File: src/hw/rtl/bhs_pkg.sv
// Shared constants, opcode codes, severities and types for the bytecode hazard scanner.
// Used by the report stage, the scanner top level and the testbench; depends on nothing.
`default_nettype none

package bhs_pkg;

    // Default size of the jump-destination store, in program bytes.
    localparam int MAX_CODE_BYTES_DFLT = 32768;

    // Configuration register indexes.
    localparam int CFG_IDX_W = 2;
    localparam logic [CFG_IDX_W-1:0] CFG_EXPENSIVE_LIMIT = 2'd0;
    localparam logic [CFG_IDX_W-1:0] CFG_JUMP_LIMIT      = 2'd1;
    localparam logic [CFG_IDX_W-1:0] CFG_RATIO_DIVISOR   = 2'd2;
    localparam int CFG_DATA_W = 16;

    // Register values after reset.
    localparam logic [15:0] EXPENSIVE_LIMIT_RST = 16'd50;
    localparam logic [15:0] JUMP_LIMIT_RST      = 16'd5;
    localparam logic [7:0]  RATIO_DIVISOR_RST   = 8'd10;

    // Opcodes.
    localparam logic [7:0] OP_SSTORE       = 8'h55;
    localparam logic [7:0] OP_JUMP         = 8'h56;
    localparam logic [7:0] OP_JUMPI        = 8'h57;
    localparam logic [7:0] OP_GAS          = 8'h5a;
    localparam logic [7:0] OP_JUMPDEST     = 8'h5b;
    localparam logic [7:0] OP_PUSH_BASE    = 8'h5f;
    localparam logic [7:0] OP_PUSH1        = 8'h60;
    localparam logic [7:0] OP_PUSH32       = 8'h7f;
    localparam logic [7:0] OP_LOG0         = 8'ha0;
    localparam logic [7:0] OP_LOG4         = 8'ha4;
    localparam logic [7:0] OP_CREATE       = 8'hf0;
    localparam logic [7:0] OP_CALL         = 8'hf1;
    localparam logic [7:0] OP_CALLCODE     = 8'hf2;
    localparam logic [7:0] OP_DELEGATECALL = 8'hf4;
    localparam logic [7:0] OP_CREATE2      = 8'hf5;
    localparam logic [7:0] OP_STATICCALL   = 8'hfa;
    localparam logic [7:0] OP_ORIGIN       = 8'h32;
    localparam logic [7:0] OP_SELFDESTRUCT = 8'hff;

    // Severities in tenths.
    localparam logic [3:0] SEV_FF    = 4'd9;
    localparam logic [3:0] SEV_F1    = 4'd7;
    localparam logic [3:0] SEV_F4    = 4'd6;
    localparam logic [3:0] SEV_32    = 4'd5;
    localparam logic [3:0] SEV_56    = 4'd8;
    localparam logic [3:0] SEV_INF   = 4'd9;
    localparam logic [3:0] SEV_RES   = 4'd8;
    localparam logic [3:0] SEV_REENT = 4'd7;
    localparam logic [3:0] SEV_UNB   = 4'd6;
    localparam logic [3:0] MALICIOUS_TENTHS = 4'd9;

    // Width of the push byte counter, and the counter ceiling.
    localparam int PUSH_LEFT_W = 6;
    localparam logic [15:0] COUNT_MAX = 16'hffff;

    // Findings latched over one program.
    typedef struct packed {
        logic too_long;
        logic unb;
        logic reent;
        logic inf;
        logic b56;
        logic b32;
        logic f4;
        logic f1;
        logic ff;
    } find_t;

    // Costly-op test: counted in the totals of the costly-op ratio.
    function automatic logic is_costly(input logic [7:0] b);
        is_costly = (b == OP_SSTORE) || (b == OP_CREATE) || (b == OP_CREATE2) ||
                    (b == OP_CALL) || (b == OP_CALLCODE) || (b == OP_DELEGATECALL) ||
                    (b == OP_STATICCALL) || ((b >= OP_LOG0) && (b <= OP_LOG4));
    endfunction

endpackage

`default_nettype wire

File: src/hw/rtl/bhs_if.sv
// Valid/ready channel interfaces for program bytes and for hazard reports.
// Depends on nothing; used by the scanner top level and the report stage.
`default_nettype none


interface bhs_report_if;
    logic       valid;
    logic       ready;
    logic [3:0] risk_tenths;
    logic       is_malicious;
    logic       has_selfdestruct;
    logic       has_infinite_loop;
    logic       has_resource_exhaustion;
    logic       has_reentrancy;
    logic       has_unbounded_loop;
    logic [3:0] detected_count;
    logic       code_too_long;

    modport source (output valid, output risk_tenths, output is_malicious,
                    output has_selfdestruct, output has_infinite_loop,
                    output has_resource_exhaustion, output has_reentrancy,
                    output has_unbounded_loop, output detected_count,
                    output code_too_long, input ready);
    modport sink   (input valid, input risk_tenths, input is_malicious,
                    input has_selfdestruct, input has_infinite_loop,
                    input has_resource_exhaustion, input has_reentrancy,
                    input has_unbounded_loop, input detected_count,
                    input code_too_long, output ready);
endinterface

`default_nettype wire

File: src/hw/rtl/bhs_report.sv
// Report stage: holds the totals of a finished program, scores them and presents the item.
// Depends on bhs_pkg and bhs_if; instantiated by bytecode_hazard_scanner.
`default_nettype none

module bhs_report #(
    parameter int POS_W = 16
) (
    input  wire logic             clk,
    input  wire logic             rst_n,
    input  wire logic             snap_load,
    output logic                  snap_ready,
    input  wire bhs_pkg::find_t   snap_find,
    input  wire logic [15:0]      snap_costly,
    input  wire logic [15:0]      snap_jumps,
    input  wire logic [POS_W-1:0] snap_length,
    input  wire logic [15:0]      expensive_limit,
    input  wire logic [15:0]      jump_limit,
    input  wire logic [7:0]       ratio_divisor,
    bhs_report_if.source          report
);

    localparam int PROD_W = 24;
    localparam int CMP_W  = (POS_W > PROD_W) ? POS_W : PROD_W;

    logic                 s1_valid_reg;
    bhs_pkg::find_t       s1_find_reg;
    logic [15:0]          s1_costly_reg;
    logic [15:0]          s1_jumps_reg;
    logic [POS_W-1:0]     s1_length_reg;
    logic                 s1_adv;

    logic                 out_valid_reg;
    logic [3:0]           out_risk_reg;
    logic                 out_mal_reg;
    logic [3:0]           out_count_reg;
    logic                 out_res_reg;
    bhs_pkg::find_t       out_find_reg;

    logic [PROD_W-1:0]    prod;
    logic                 res;
    logic [3:0]           risk;
    logic [3:0]           count;

    // The held totals move on when the output register is empty or being taken.
    assign s1_adv     = s1_valid_reg && (!out_valid_reg || report.ready);
    assign snap_ready = !s1_valid_reg || s1_adv;

    always_ff @(posedge clk or negedge rst_n)
    begin
        if (!rst_n)
        begin
            s1_valid_reg <= 1'b0;
        end
        else if (snap_load)
        begin
            s1_valid_reg <= 1'b1;
        end
        else if (s1_adv)
        begin
            s1_valid_reg <= 1'b0;
        end
    end

    always_ff @(posedge clk)
    begin
        if (snap_load)
        begin
            s1_find_reg   <= snap_find;
            s1_costly_reg <= snap_costly;
            s1_jumps_reg  <= snap_jumps;
            s1_length_reg <= snap_length;
        end
    end

    // Resource test and the score over all findings.
    always_comb
    begin
        prod = PROD_W'(s1_costly_reg) * PROD_W'(ratio_divisor);
        res  = ((CMP_W'(prod) > CMP_W'(s1_length_reg)) && (s1_jumps_reg > jump_limit)) ||
               (s1_costly_reg > expensive_limit);
        risk  = 4'd0;
        count = 4'd0;
        if (s1_find_reg.ff)
        begin
            count = count + 4'd1;
            if (risk < bhs_pkg::SEV_FF) risk = bhs_pkg::SEV_FF;
        end
        if (s1_find_reg.f1)
        begin
            count = count + 4'd1;
            if (risk < bhs_pkg::SEV_F1) risk = bhs_pkg::SEV_F1;
        end
        if (s1_find_reg.f4)
        begin
            count = count + 4'd1;
            if (risk < bhs_pkg::SEV_F4) risk = bhs_pkg::SEV_F4;
        end
        if (s1_find_reg.b32)
        begin
            count = count + 4'd1;
            if (risk < bhs_pkg::SEV_32) risk = bhs_pkg::SEV_32;
        end
        if (s1_find_reg.b56)
        begin
            count = count + 4'd1;
            if (risk < bhs_pkg::SEV_56) risk = bhs_pkg::SEV_56;
        end
        if (s1_find_reg.inf)
        begin
            count = count + 4'd1;
            if (risk < bhs_pkg::SEV_INF) risk = bhs_pkg::SEV_INF;
        end
        if (s1_find_reg.reent)
        begin
            count = count + 4'd1;
            if (risk < bhs_pkg::SEV_REENT) risk = bhs_pkg::SEV_REENT;
        end
        if (s1_find_reg.unb)
        begin
            count = count + 4'd1;
            if (risk < bhs_pkg::SEV_UNB) risk = bhs_pkg::SEV_UNB;
        end
        if (res)
        begin
            count = count + 4'd1;
            if (risk < bhs_pkg::SEV_RES) risk = bhs_pkg::SEV_RES;
        end
    end

    // Output register.
    always_ff @(posedge clk or negedge rst_n)
    begin
        if (!rst_n)
        begin
            out_valid_reg <= 1'b0;
        end
        else if (s1_adv)
        begin
            out_valid_reg <= 1'b1;
        end
        else if (report.ready)
        begin
            out_valid_reg <= 1'b0;
        end
    end

    always_ff @(posedge clk)
    begin
        if (s1_adv)
        begin
            out_risk_reg  <= risk;
            out_mal_reg   <= (risk >= bhs_pkg::MALICIOUS_TENTHS);
            out_count_reg <= count;
            out_res_reg   <= res;
            out_find_reg  <= s1_find_reg;
        end
    end

    assign report.valid                   = out_valid_reg;
    assign report.risk_tenths             = out_risk_reg;
    assign report.is_malicious            = out_mal_reg;
    assign report.has_selfdestruct        = out_find_reg.ff;
    assign report.has_infinite_loop       = out_find_reg.inf;
    assign report.has_resource_exhaustion = out_res_reg;
    assign report.has_reentrancy          = out_find_reg.reent;
    assign report.has_unbounded_loop      = out_find_reg.unb;
    assign report.detected_count          = out_count_reg;
    assign report.code_too_long           = out_find_reg.too_long;

endmodule

`default_nettype wire

File: src/flat_wrapper.sv
// flat-port wrapper written by rule: the top's interface ports become plain ports
module bhs_report_flat 
#(
    parameter int POS_W = 16
)
  (clk, rst_n, snap_load, snap_ready, snap_find, snap_costly, snap_jumps, snap_length, expensive_limit, jump_limit, ratio_divisor, report_valid, report_risk_tenths, report_is_malicious, report_has_selfdestruct, report_has_infinite_loop, report_has_resource_exhaustion, report_has_reentrancy, report_has_unbounded_loop, report_detected_count, report_code_too_long, report_ready);
  bhs_report_if report_i ();
  input  wire logic clk;
  input  wire logic rst_n;
  input  wire logic snap_load;
  output logic snap_ready;
  input  wire bhs_pkg::find_t snap_find;
  input  wire logic [15:0] snap_costly;
  input  wire logic [15:0] snap_jumps;
  input  wire logic [POS_W-1:0] snap_length;
  input  wire logic [15:0] expensive_limit;
  input  wire logic [15:0] jump_limit;
  input  wire logic [7:0] ratio_divisor;
  output wire logic [$bits(report_i.valid)-1:0] report_valid;
  output wire logic [$bits(report_i.risk_tenths)-1:0] report_risk_tenths;
  output wire logic [$bits(report_i.is_malicious)-1:0] report_is_malicious;
  output wire logic [$bits(report_i.has_selfdestruct)-1:0] report_has_selfdestruct;
  output wire logic [$bits(report_i.has_infinite_loop)-1:0] report_has_infinite_loop;
  output wire logic [$bits(report_i.has_resource_exhaustion)-1:0] report_has_resource_exhaustion;
  output wire logic [$bits(report_i.has_reentrancy)-1:0] report_has_reentrancy;
  output wire logic [$bits(report_i.has_unbounded_loop)-1:0] report_has_unbounded_loop;
  output wire logic [$bits(report_i.detected_count)-1:0] report_detected_count;
  output wire logic [$bits(report_i.code_too_long)-1:0] report_code_too_long;
  input wire logic [$bits(report_i.ready)-1:0] report_ready;
  assign report_valid = report_i.valid;
  assign report_risk_tenths = report_i.risk_tenths;
  assign report_is_malicious = report_i.is_malicious;
  assign report_has_selfdestruct = report_i.has_selfdestruct;
  assign report_has_infinite_loop = report_i.has_infinite_loop;
  assign report_has_resource_exhaustion = report_i.has_resource_exhaustion;
  assign report_has_reentrancy = report_i.has_reentrancy;
  assign report_has_unbounded_loop = report_i.has_unbounded_loop;
  assign report_detected_count = report_i.detected_count;
  assign report_code_too_long = report_i.code_too_long;
  assign report_i.ready = report_ready;
  bhs_report #(.POS_W(POS_W)) u_core (.clk(clk), .rst_n(rst_n), .snap_load(snap_load), .snap_ready(snap_ready), .snap_find(snap_find), .snap_costly(snap_costly), .snap_jumps(snap_jumps), .snap_length(snap_length), .expensive_limit(expensive_limit), .jump_limit(jump_limit), .ratio_divisor(ratio_divisor), .report(report_i));
endmodule
File: config.mk
export PLATFORM = sky130hd
export DESIGN_NAME = bhs_report_flat
export DESIGN_NICKNAME = d
export VERILOG_FILES = /design/src/hw/rtl/bhs_pkg.sv /design/src/hw/rtl/bhs_if.sv /design/src/hw/rtl/bhs_report.sv /design/src/flat_wrapper.sv
export SDC_FILE = /design/constraint.sdc
export NUM_CORES = 1
export LEC_CHECK = 0
export BUFFER_PORTS_ARGS = -buffer_cell sky130_fd_sc_hd__buf_2
export CAP_MARGIN = 20
export CORE_MARGIN = 4
export CORE_UTILIZATION = 36
export DETAILED_ROUTE_END_ITERATION = 16
export PLACE_DENSITY = 0.58
export SETUP_SLACK_MARGIN = 0.4
export SLEW_MARGIN = 5
export SYNTH_ARGS = -nofsm -noshare
export SYNTH_HDL_FRONTEND = slang
export SYNTH_SLANG_ARGS = --single-unit
File: constraint.sdc
create_clock -name clk -period 6.55 [get_ports clk]
set_clock_uncertainty 0.05 [all_clocks]
set_input_delay 0.9825 -clock clk [delete_from_list [all_inputs] [get_ports clk]]
set_output_delay 0.9825 -clock clk [all_outputs]
set_load 0.01 [all_outputs]
==> results of run 1 <==
-- what timing repair did --
item | 4_1_cts | 5_1_grt
pin swaps | 29 | 24
setup buffers | 6 | 1
endpoints found under the setup margin | 9 | 9
gates resized for setup | 35 | 18
-- kinds of logic (layout without fill, tap and decap cells) --
family | Yosys count | after routing | share of synthesized area [%]
flip-flops | 74 | 74 | 25.93
XOR/XNOR | 30 | 30 | 3.740
other | 0 | 2 | 0
adder cells (fa/ha/maj) | 185 | 185 | 34.53
buffers and inverters | 180 | 355 | 8.565
AND/OR/NAND/NOR | 247 | 247 | 16.43
AO/OA/AOI/OAI | 128 | 128 | 10.30
multiplexers | 4 | 4 | 0.5133
-- synthesized netlist by cell type, types with 4 or more instances --
| cell type | n |
|---|---|
| nor2_1 | 15 |
| nor4_1 | 4 |
| nand2b_1 | 5 |
| nand2_1 | 48 |
| a211oi_1 | 4 |
| a21o_1 | 7 |
| o211ai_1 | 10 |
| a21oi_1 | 35 |
| nor3b_1 | 4 |
| o21ai_0 | 18 |
| clkbuf_8 | 4 |
| xnor2_1 | 15 |
| clkbuf_1 | 12 |
| ha_1 | 101 |
| nand3_1 | 7 |
| edfxtp_1 | 72 |
| fa_1 | 84 |
| a31oi_1 | 6 |
| inv_1 | 161 |
| nand4_1 | 15 |
| xor2_1 | 11 |
| o31ai_1 | 4 |
| nor3_1 | 12 |
| and2_1 | 110 |
| o21a_1 | 12 |
| nor2b_1 | 7 |
-- layer usage --
| metal | GRT usage (%) | wire length [um] |
|---|---|---|
| met1 | 20.75 | 9048 |
| met2 | 26.64 | 9370 |
| met3 | 3.654 | 1017 |
| met4 | 2.999 | 153 |
| met5 | 0 | 21 |
-- path summary, 6_finish.rpt --
check	endpoint	cells past startpoint
hold reg to reg	u_core.report.code_too_long	0
max in group asynchronous	u_core.s1_valid_reg	1
setup reg to reg	u_core.report.risk_tenths[3]	21
hold / removal	u_core.report.valid	1
setup / recovery	u_core.report.risk_tenths[3]	22
min in group clk	u_core.report.code_too_long	0
-- cell usage in the layout (no fill, tap or decap), drive strengths merged, types with 15 or more instances in the layout --
master	synthesis	routed
inv	161	162
fa	84	84
a21oi	36	36
nor2	15	15
buf	3	178
edfxtp	72	72
o21ai	19	19
xnor2	15	15
and2	111	111
nand4	15	15
ha	101	101
nand2	48	48
-- worst max-delay path, stage by stage --
cell	delay (ns)
buf_12	0.11
and2_4	0.13
fa_1	0.57
fa_1	0.45
fa_1	0.50
inv_1	0.05
fa_1	0.50
inv_2	0.05
ha_4	0.27
o211ai_2	0.08
o211a_1	0.23
or2_4	0.27
o21a_1	0.21
xnor2_1	0.20
ha_1	0.28
nand4_1	0.17
nor4_2	0.08
a2111o_1	0.42
a21oi_2	0.14
and4b_2	0.29
a31oi_4	0.11
or4_1	0.40
-- area by class of cell --
cell class / count / area share [%]
inverters: 161 / 5.800
flip-flops and latches: 74 / 21.23
diodes: 2 / 0.04804
clock buffers: 10 / 2.198
clock inverters: 6 / 0.4924
repair buffers: 178 / 10.58
multi-input cells: 594 / 55.82
well taps: 319 / 3.831
-- where the power goes --
| group | total [mW] | internal [mW] | switching, mW |
|---|---|---|---|
| combinational | 3.48 | 1.72 | 1.76 |
| sequential | 0.628 | 0.585 | 0.0435 |
| clock | 0.484 | 0.261 | 0.223 |
==> summary.md, run 1 <==
| Metric | Value |
|---|---|
| Final WS setup | 0.07951 ns |
| Syn Inst Count | 848 |
| Final GP Congestion | 0.8103 |
| Overflow left after global routing | 0 |
| Final #Nets | 1304 |
| Die area | 26220 um^2 |
| Critical path origin | ratio_divisor[7] |
| Aggregate routed wire length | 19.61 mm |
| Die width | 161.9 um |
| Sink Count | 74 |
| Syn avg cell area | 10.06 um^2 |
| Post-synth EDFFs | 72 |
| Num CTS Buffers | 9 |
| Synth Register Bits | 74 |
| First-pass GRT wire length | 33.55 mm |
| Critical path type | primary input to flop |
| Drt wl/cell | 14.59 um |
| Core area | 23400 um^2 |
| CP Data Required Time | 6.58 ns |
| Area contributors post-synth | edfxtp_1 (25%), fa_1 (20%), ha_1 (15%) |
| DRT iter0 DRCs | 229 |
| Drc violations | 0 |
| Post-synth cell types | 71 |
| CP Launch Type | primary input |
| Ys Warns | 0 |
| Rows | 56 |
| Max cap viols | 0 |
| Max Slew Vio Count | 0 |
| Worst skew pair latency | 0.35 ns |
| Pre-CTS setup slack | -0.4134 ns |
| Period utilization | 98.79% |
| Area leader, netlist | edfxtp_1 |
| Fin area | 10420 um^2 |
| Die H | 161.9 um |
| I/O Buffers | 117 |
| Area grow syn2layout | 22.13% |
| Leak | 4.920 nW |
| Net Count, Synth | 1134 |
| GR Util All Layers | 15.70% |
| Worst-path clk slew | 0.07 ns |
| Initial Utilization | 36.45% |
| Initial antenna violation count | 4 |
| Layout cells sized above 1 | 24.44% |
| Power, Total | 4.589 mW |
| Crit path DAT | 6.50 ns |
| RSZ-0062 raised after global routing | yes |
| Area of the multi-input gates | 5816 um^2 |
| Fillers | 2301 |
| Hold_buf cts | 0 |
| Largest net degree at the start of global routing | 59 |
| Critical R2R Launch | u_core.s1_costly_reg[4] |
| Register area share after synthesis | 25.93% |
| Fin Hold WS | 0.3619 ns |
| Placed Cells incl. Taps | 1319 |
| Final setup TNS | 0 ns |
| Vias in the first global route | 6797 |
| Fin. Hold Viols | 0 |
| Max_slew headroom | 45.47% |
| H-Tree Depth | 3 |
| HPWL after DPL | 16.09 mm |
| Slew @ Worst Pin | 0.8180 ns |
| Fmax | 154.5 MHz |
| Synth Flop Type | edfxtp_1 |
| Post-synth ARST share | 2.703% |
| Crit. End Element | flop |
| Io pins | 118 |
| VDD IR max | 0.0002471 V |
| Router iterations before antenna repair | 6 |
| Maximum fanout along the worst path | 7 |
| Root Driver | clkbuf_16 |
| Fin cells | 1344 |
| Clock buffer depth | 2 |
| Worst Hold Class | primary input to async pin |
| Outcome | finished, final reports clean |
| Top cell type's share of synthesized area | 25.34% |
| Vias per Instance | 4.702 |
| Final core utilization | 44.52% |
| R2R setup slack | 0.18 ns |
| Via count | 6319 |
| Pwr Density | 440.4 nW/um^2 |
| TritonCTS clock tree | yes |
| Synth Cell Area | 8531 um^2 |
| FF+latch area | 2212 um^2 |
| Setup violators final | 0 |
| Final ANT Viol Nets | 0 |
| Final min period | 6.470 ns |
| DP Area | 9842 um^2 |
Power figures use the tool's default switching activity.
==> inputs of run 2 (changes only) <==
Settings changed: GPL_TIMING_DRIVEN set to 0.
==> run 2 against run 1 <==
The flow now finishes with violations (setup timing). Via count increased by 1.2%. Clock power decreased by 1%. Die area unchanged.
==> summary.md, run 2 (synthesized netlist as in run 1, its figures left out) <==
| Metric | Value |
|---|---|
| Vias per Instance | 4.790 (was 4.702) |
| Largest net degree at the start of global routing | 59 (unchanged) |
| Layout cells sized above 1 | 23.47% (was 24.44%) |
| Failing checks | setup timing |
| Clock buffer depth | 2 (unchanged) |
| Vias in the first global route | 6796 (was 6797) |
| Final ANT Viol Nets | 0 (unchanged) |
| Period utilization | 102.3% (was 98.79%) |
| Final core utilization | 44.73% (was 44.52%) |
| Final min period | 6.703 ns (was 6.470 ns) |
| TritonCTS clock tree | yes (unchanged) |
| Final WS setup | -0.1526 ns (was 0.07951 ns) |
| Overflow left after global routing | 0 (unchanged) |
| Commonest non-fill, non-tap cell in the layout | inv_1 (unchanged) |
| Crit path largest cell delay | 0.52 ns (was 0.57 ns) |
| H-Tree Depth | 3 (unchanged) |
| Critical path's slowest cell | fa_1 (unchanged) |
| RSZ-0062 raised after global routing | yes (unchanged) |
| Io pins | 118 (unchanged) |
| Worst skew pair latency | 0.35 ns (about the same) |
| CP Launch Type | primary input (unchanged) |
| Rows | 56 (unchanged) |
| Crit path DAT | 6.74 ns (was 6.50 ns) |
| VDD IR max | 0.0002122 V (was 0.0002471 V) |
| Fin cells | 1335 (was 1344) |
| Slew @ Worst Pin | 0.7806 ns (was 0.8180 ns) |
| Leak | 4.917 nW (was 4.920 nW) |
| Max Slew Vio Count | 0 (unchanged) |
| Num CTS Buffers | 9 (unchanged) |
| Fmax | 149.2 MHz (was 154.5 MHz) |
| Max_slew headroom | 47.96% (was 45.47%) |
| GR Util All Layers | 16.17% (was 15.70%) |
| Fin area | 10470 um^2 (was 10420 um^2) |
| Maximum fanout along the worst path | 7 (unchanged) |
| Outcome | finished with violations (was finished, final reports clean) |
| Initial Utilization | 36.45% (unchanged) |
| Fin. Hold Viols | 0 (unchanged) |
| Root Driver | clkbuf_16 (unchanged) |
| Fillers | 2330 (was 2301) |
| Sink Count | 74 (unchanged) |
| Final setup TNS | -0.2915 ns (was 0 ns) |
| Pre-CTS setup slack | -0.9610 ns (was -0.4134 ns) |
| Router iterations before antenna repair | 4 (was 6) |
| Max cap viols | 0 (unchanged) |
| Die area | 26220 um^2 (unchanged) |
| Drt wl/cell | 15.36 um (was 14.59 um) |
| Aggregate routed wire length | 20.50 mm (was 19.61 mm) |
| Most frequent cells in the layout | inv_1 (157), buf_2 (110), and2_1 (105), ha_1 (92), fa_1 (81) (was inv_1 (158), buf_2 (111), and2_1 (103), ha_1 (92), fa_1 (82)) |
| Worst-path clk slew | 0.06 ns (was 0.07 ns) |
| Setup violators final | 4 (was 0) |
| Drc violations | 0 (unchanged) |
| Die H | 161.9 um (unchanged) |
| CP dominant cell by count | fa_1 (unchanged) |
| Crit. End Element | flop (unchanged) |
| Worst Hold Class | primary input to async pin (unchanged) |
| First-pass GRT wire length | 34.05 mm (was 33.55 mm) |
| Area grow syn2layout | 22.72% (was 22.13%) |
| DRT iter0 DRCs | 188 (was 229) |
| CP Data Required Time | 6.59 ns (was 6.58 ns) |
| Initial antenna violation count | 4 (unchanged) |
| I/O Buffers | 117 (unchanged) |
| Via count | 6394 (was 6319) |
| Final GP Congestion | 0.8757 (was 0.8103) |
| Core area | 23400 um^2 (unchanged) |
| Final #Nets | 1295 (was 1304) |
| HPWL after DPL | 16.01 mm (was 16.09 mm) |
| Critical path type | primary input to flop (unchanged) |
| Pwr Density | 418.6 nW/um^2 (was 440.4 nW/um^2) |
| DP Area | 9599 um^2 (was 9842 um^2) |
| Placed Cells incl. Taps | 1284 (was 1319) |
| Die width | 161.9 um (unchanged) |
run 2: cell type report:
type | instances | area, um^2 | share of cell area [%]
clock buffers | 10 | 229.0 | 2.187
repair buffers | 150 | 938.4 | 8.964
clock inverters | 6 | 42.54 | 0.4064
well taps | 319 | 399.1 | 3.813
multi-input cells | 594 | 5809 | 55.49
inverters | 161 | 604.3 | 5.773
flip-flops and latches | 74 | 2212 | 21.13
diodes | 2 | 5.005 | 0.04781
plain buffers | 19 | 229.0 | 2.187
run 2: report_power, final:
part           switching [mW]  leakage (nW)  internal (mW)
combinational            1.74          4.07           1.54
sequential             0.0381         0.720          0.584
clock                   0.219         0.129          0.259
total                    2.00          4.92           2.38
run 2: layer usage:
metal | GRT usage [%] | share of wire [%]
met5 | 0 | 0.24
met4 | 3.114 | 1.4
met3 | 4.745 | 6.2
met2 | 27.36 | 47
met1 | 20.83 | 45
run 2: worst paths after layout:
path	from	to	depth (start not counted)	slack (ns)
setup / recovery	ratio_divisor[5]	u_core.report.detected_count[1]	28	-0.15
hold / removal	rst_n	u_core.report.valid	1	0.37
setup reg to reg	u_core.s1_costly_reg[1]	u_core.report.detected_count[1]	25	0.02
hold reg to reg	u_core.s1_find_reg[8]	u_core.report.code_too_long	0	0.37
max in group asynchronous	rst_n	u_core.s1_valid_reg	1	5.98
min in group clk	u_core.s1_find_reg[8]	u_core.report.code_too_long	0	0.37
run 2: through the flow:
step / hold slack [ns] / power [mW]
after floorplan: 0.3503 / 2.804
after global placement: 0.3619 / 3.404
after detailed placement: 0.3562 / 3.437
after CTS: 0.3549 / 4.256
after global routing: 0.3493 / 4.822
final: 0.3689 / 4.383
run 2: worst max-delay path: cells and delay by family:
kind            cells  cell delay (ns)
fa+ha+maj           6             2.62
compound gates      8             1.23
buf+inv             9             0.90
simple gates        3             0.54
mux                 1             0.26
xor+xnor            1             0.18
run 2: timing repair:
action	4_1_cts	5_1_grt
pin swaps	33	29
buffers inserted	29	4
endpoints found under the setup margin	9	9
resized for setup	52	27
hold buffers	0	0
==> inputs of run 3 (changes only) <==
Settings changed: PLACE_DENSITY 0.58 to 0.59.
==> run 3 against run 2 <==
The flow still finishes with violations (setup timing). Worst hold slack improved by 0.0017 ns. Largest power group unchanged. Sequential share of layout area about the same. Setup slack better by 0.089 ns. Largest cell class unchanged. Critical path depth is 3 lower. Power up 2.7%. Critical endpoint is now u_core.report.risk_tenths[3].
==> summary.md, run 3 (synthesized netlist as in run 1, its figures left out) <==
| Metric | Value |
|---|---|
| Outcome | finished with violations (unchanged) |
| Failing checks | setup timing (unchanged) |
| H-Tree Depth | 3 (unchanged) |
| Flop pwr share | 13.8% (was 14.2%) |
| GR Util met3 | 4.136% (was 4.745%) |
| Final ANT Viol Nets | 0 (unchanged) |
| R2R setup slack | 0.11 ns (was 0.02 ns) |
| Leak | 4.912 nW (was 4.917 nW) |
| Max_slew headroom | 47.23% (was 47.96%) |
| Final WS setup | -0.06357 ns (was -0.1526 ns) |
| CP Data Required Time | 6.58 ns (was 6.59 ns) |
| Die H | 161.9 um (unchanged) |
| Global routing usage on met2 | 26.98% (was 27.36%) |
| Final GP Congestion | 0.8737 (was 0.8757) |
| Maximum fanout along the worst path | 7 (unchanged) |
| Die area | 26220 um^2 (unchanged) |
| Num CTS Buffers | 9 (unchanged) |
| Rows | 56 (unchanged) |
| Router iterations before antenna repair | 4 (unchanged) |
| Met1 Track Usage GR | 21.21% (was 20.83%) |
| Combinational power share | 74.2% (was 74.9%) |
| Via count | 6434 (was 6394) |
| Switch share | 45.92% (was 45.64%) |
| VDD IR max | 0.0002678 V (was 0.0002122 V) |
| Pre-CTS setup slack | -0.9298 ns (was -0.9610 ns) |
| GR Util All Layers | 16.13% (was 16.17%) |
| First-pass GRT wire length | 34.08 mm (was 34.05 mm) |
| Setup violators final | 2 (was 4) |
| Io pins | 118 (unchanged) |
| Fmax | 151.2 MHz (was 149.2 MHz) |
| Crit. End Element | flop (unchanged) |
| DRT iter0 DRCs | 242 (was 188) |
| CP Launch Type | primary input (unchanged) |
| Final core utilization | 44.79% (was 44.73%) |
| Placed Cells incl. Taps | 1284 (unchanged) |
| Layout cells sized above 1 | 23.34% (was 23.47%) |
| Final min period | 6.614 ns (was 6.703 ns) |
| Most frequent cells in the layout | inv_1 (155), buf_2 (110), and2_1 (103), ha_1 (92), fa_1 (83) (was inv_1 (157), buf_2 (110), and2_1 (105), ha_1 (92), fa_1 (81)) |
| Critical path type | primary input to flop (unchanged) |
| Largest net degree at the start of global routing | 59 (unchanged) |
| NetSw | 2.067 mW (was 2.000 mW) |
| HPWL after DPL | 15.95 mm (was 16.01 mm) |
| I/O Buffers | 117 (unchanged) |
| Initial Utilization | 36.45% (unchanged) |
| Final #Nets | 1288 (was 1295) |
| Drc violations | 0 (unchanged) |
| Critical R2R Launch | u_core.s1_costly_reg[5] (was u_core.s1_costly_reg[1]) |
| Crit path DAT | 6.64 ns (was 6.74 ns) |
| Worst Hold Class | primary input to async pin (unchanged) |
| Sink Count | 74 (unchanged) |
| Worst skew pair latency | 0.35 ns (about the same) |
| Pwr Density | 429.4 nW/um^2 (was 418.6 nW/um^2) |
| Die width | 161.9 um (unchanged) |
| Worst-path clk slew | 0.06 ns (about the same) |
| Fin area | 10480 um^2 (was 10470 um^2) |
| Vias in the first global route | 6808 (was 6796) |
| Max cap viols | 0 (unchanged) |
| Vias per Instance | 4.845 (was 4.790) |
| R2r worst-path depth | 23 (was 25) |
| Initial antenna violation count | 3 (was 4) |
| Root Driver | clkbuf_16 (unchanged) |
| Commonest non-fill, non-tap cell in the layout | inv_1 (unchanged) |
| Fin cells | 1328 (was 1335) |
| Hold_buf cts | 0 (unchanged) |
| Area of the multi-input gates | 5849 um^2 (was 5809 um^2) |
| Slew @ Worst Pin | 0.7915 ns (was 0.7806 ns) |
| Area grow syn2layout | 22.87% (was 22.72%) |
| Overflow left after global routing | 0 (unchanged) |
| R2r endpoint | u_core.report.risk_tenths[3] (was u_core.report.detected_count[1]) |
| Aggregate routed wire length | 20.46 mm (was 20.50 mm) |
| Max Slew Vio Count | 0 (unchanged) |
| Clock buffer depth | 2 (unchanged) |
| Fillers | 2292 (was 2330) |
| RSZ-0062 raised after global routing | yes (unchanged) |
| FF+latch area | 2212 um^2 (unchanged) |
| Power, Total | 4.501 mW (was 4.383 mW) |
| DP Area | 9599 um^2 (unchanged) |
| Busiest grt layer | met2 (unchanged) |
| Int Power | 2.434 mW (was 2.382 mW) |
| Core area | 23400 um^2 (unchanged) |
| Fin. Hold Viols | 0 (unchanged) |
| TritonCTS clock tree | yes (unchanged) |
| Period utilization | 101.0% (was 102.3%) |
| Clock Power Share | 12.0% (was 10.9%) |
| Drt wl/cell | 15.41 um (was 15.36 um) |
[run 3: how the worst max path moves through the flow]
stage / endpoint / from / slack, ns
floorplan: u_core.report.risk_tenths[3] / ratio_divisor[5] / -0.05
global placement: u_core.report.risk_tenths[3] / ratio_divisor[7] / -1.00
detailed placement: u_core.report.risk_tenths[3] / ratio_divisor[7] / -0.93
CTS: u_core.report.risk_tenths[3] / ratio_divisor[7] / -0.19
global route: u_core.report.risk_tenths[3] / ratio_divisor[4] / -0.24
finish: u_core.report.risk_tenths[3] / ratio_divisor[7] / -0.06
[run 3: stage by stage]
stage	hold slack [ns]	TNS, ns
floorplan	0.3503	-0.09938
global placement	0.3658	-6.363
detailed placement	0.3799	-5.768
CTS	0.3616	-0.4204
global route	0.3580	-1.394
finish	0.3706	-0.1130
[run 3: power by group through the flow]
| stage | Combinational [mW] | Sequential (mW) | Clock (mW) |
|---|---|---|---|
| 2_1_floorplan | 2.18 | 0.625 | 0 |
| 3_3_place_gp | 2.77 | 0.634 | 0 |
| 3_5_place_dp | 2.80 | 0.633 | 0 |
| 4_1_cts | 3.09 | 0.624 | 0.554 |
| 5_1_grt | 3.75 | 0.628 | 0.572 |
| 6_report | 3.34 | 0.623 | 0.538 |
[run 3: repair_timing]
action	in CTS	in global routing
setup buffers	21	5
pin swaps	32	33
setup endpoints to repair	9	9
resized for setup	53	30
[run 3: worst max-delay path, stage by stage]
cell       delay, ns
buf_8           0.10
clkbuf_16       0.15
and2_4          0.14
fa_1            0.56
fa_1            0.46
fa_1            0.49
inv_1           0.05
fa_1            0.51
inv_2           0.05
ha_4            0.27
o211ai_2        0.09
o211a_1         0.26
or2_4           0.25
o21a_1          0.18
xnor2_1         0.16
ha_1            0.26
nand4_1         0.12
buf_4           0.14
nor4_4          0.04
a2111o_1        0.38
a21oi_2         0.13
and4b_1         0.23
buf_6           0.11
a31oi_4         0.07
or4_4           0.44
[run 3: final cells by class]
cell class              instances  area share [%]
flip-flops and latches         74           21.11
clock buffers                   9           2.149
clock inverters                 7          0.8117
plain buffers                  19           2.244
diodes                          2         0.04775
well taps                     319           3.808
repair buffers                143           8.261
inverters                     161           5.766
multi-input cells             594           55.81
[run 3: per-layer routing]
metal	wire (um)	up-vias
li1	-	3163
met1	9264	3089
met2	9582	154
met3	1312	24
met4	273	4
met5	30	-
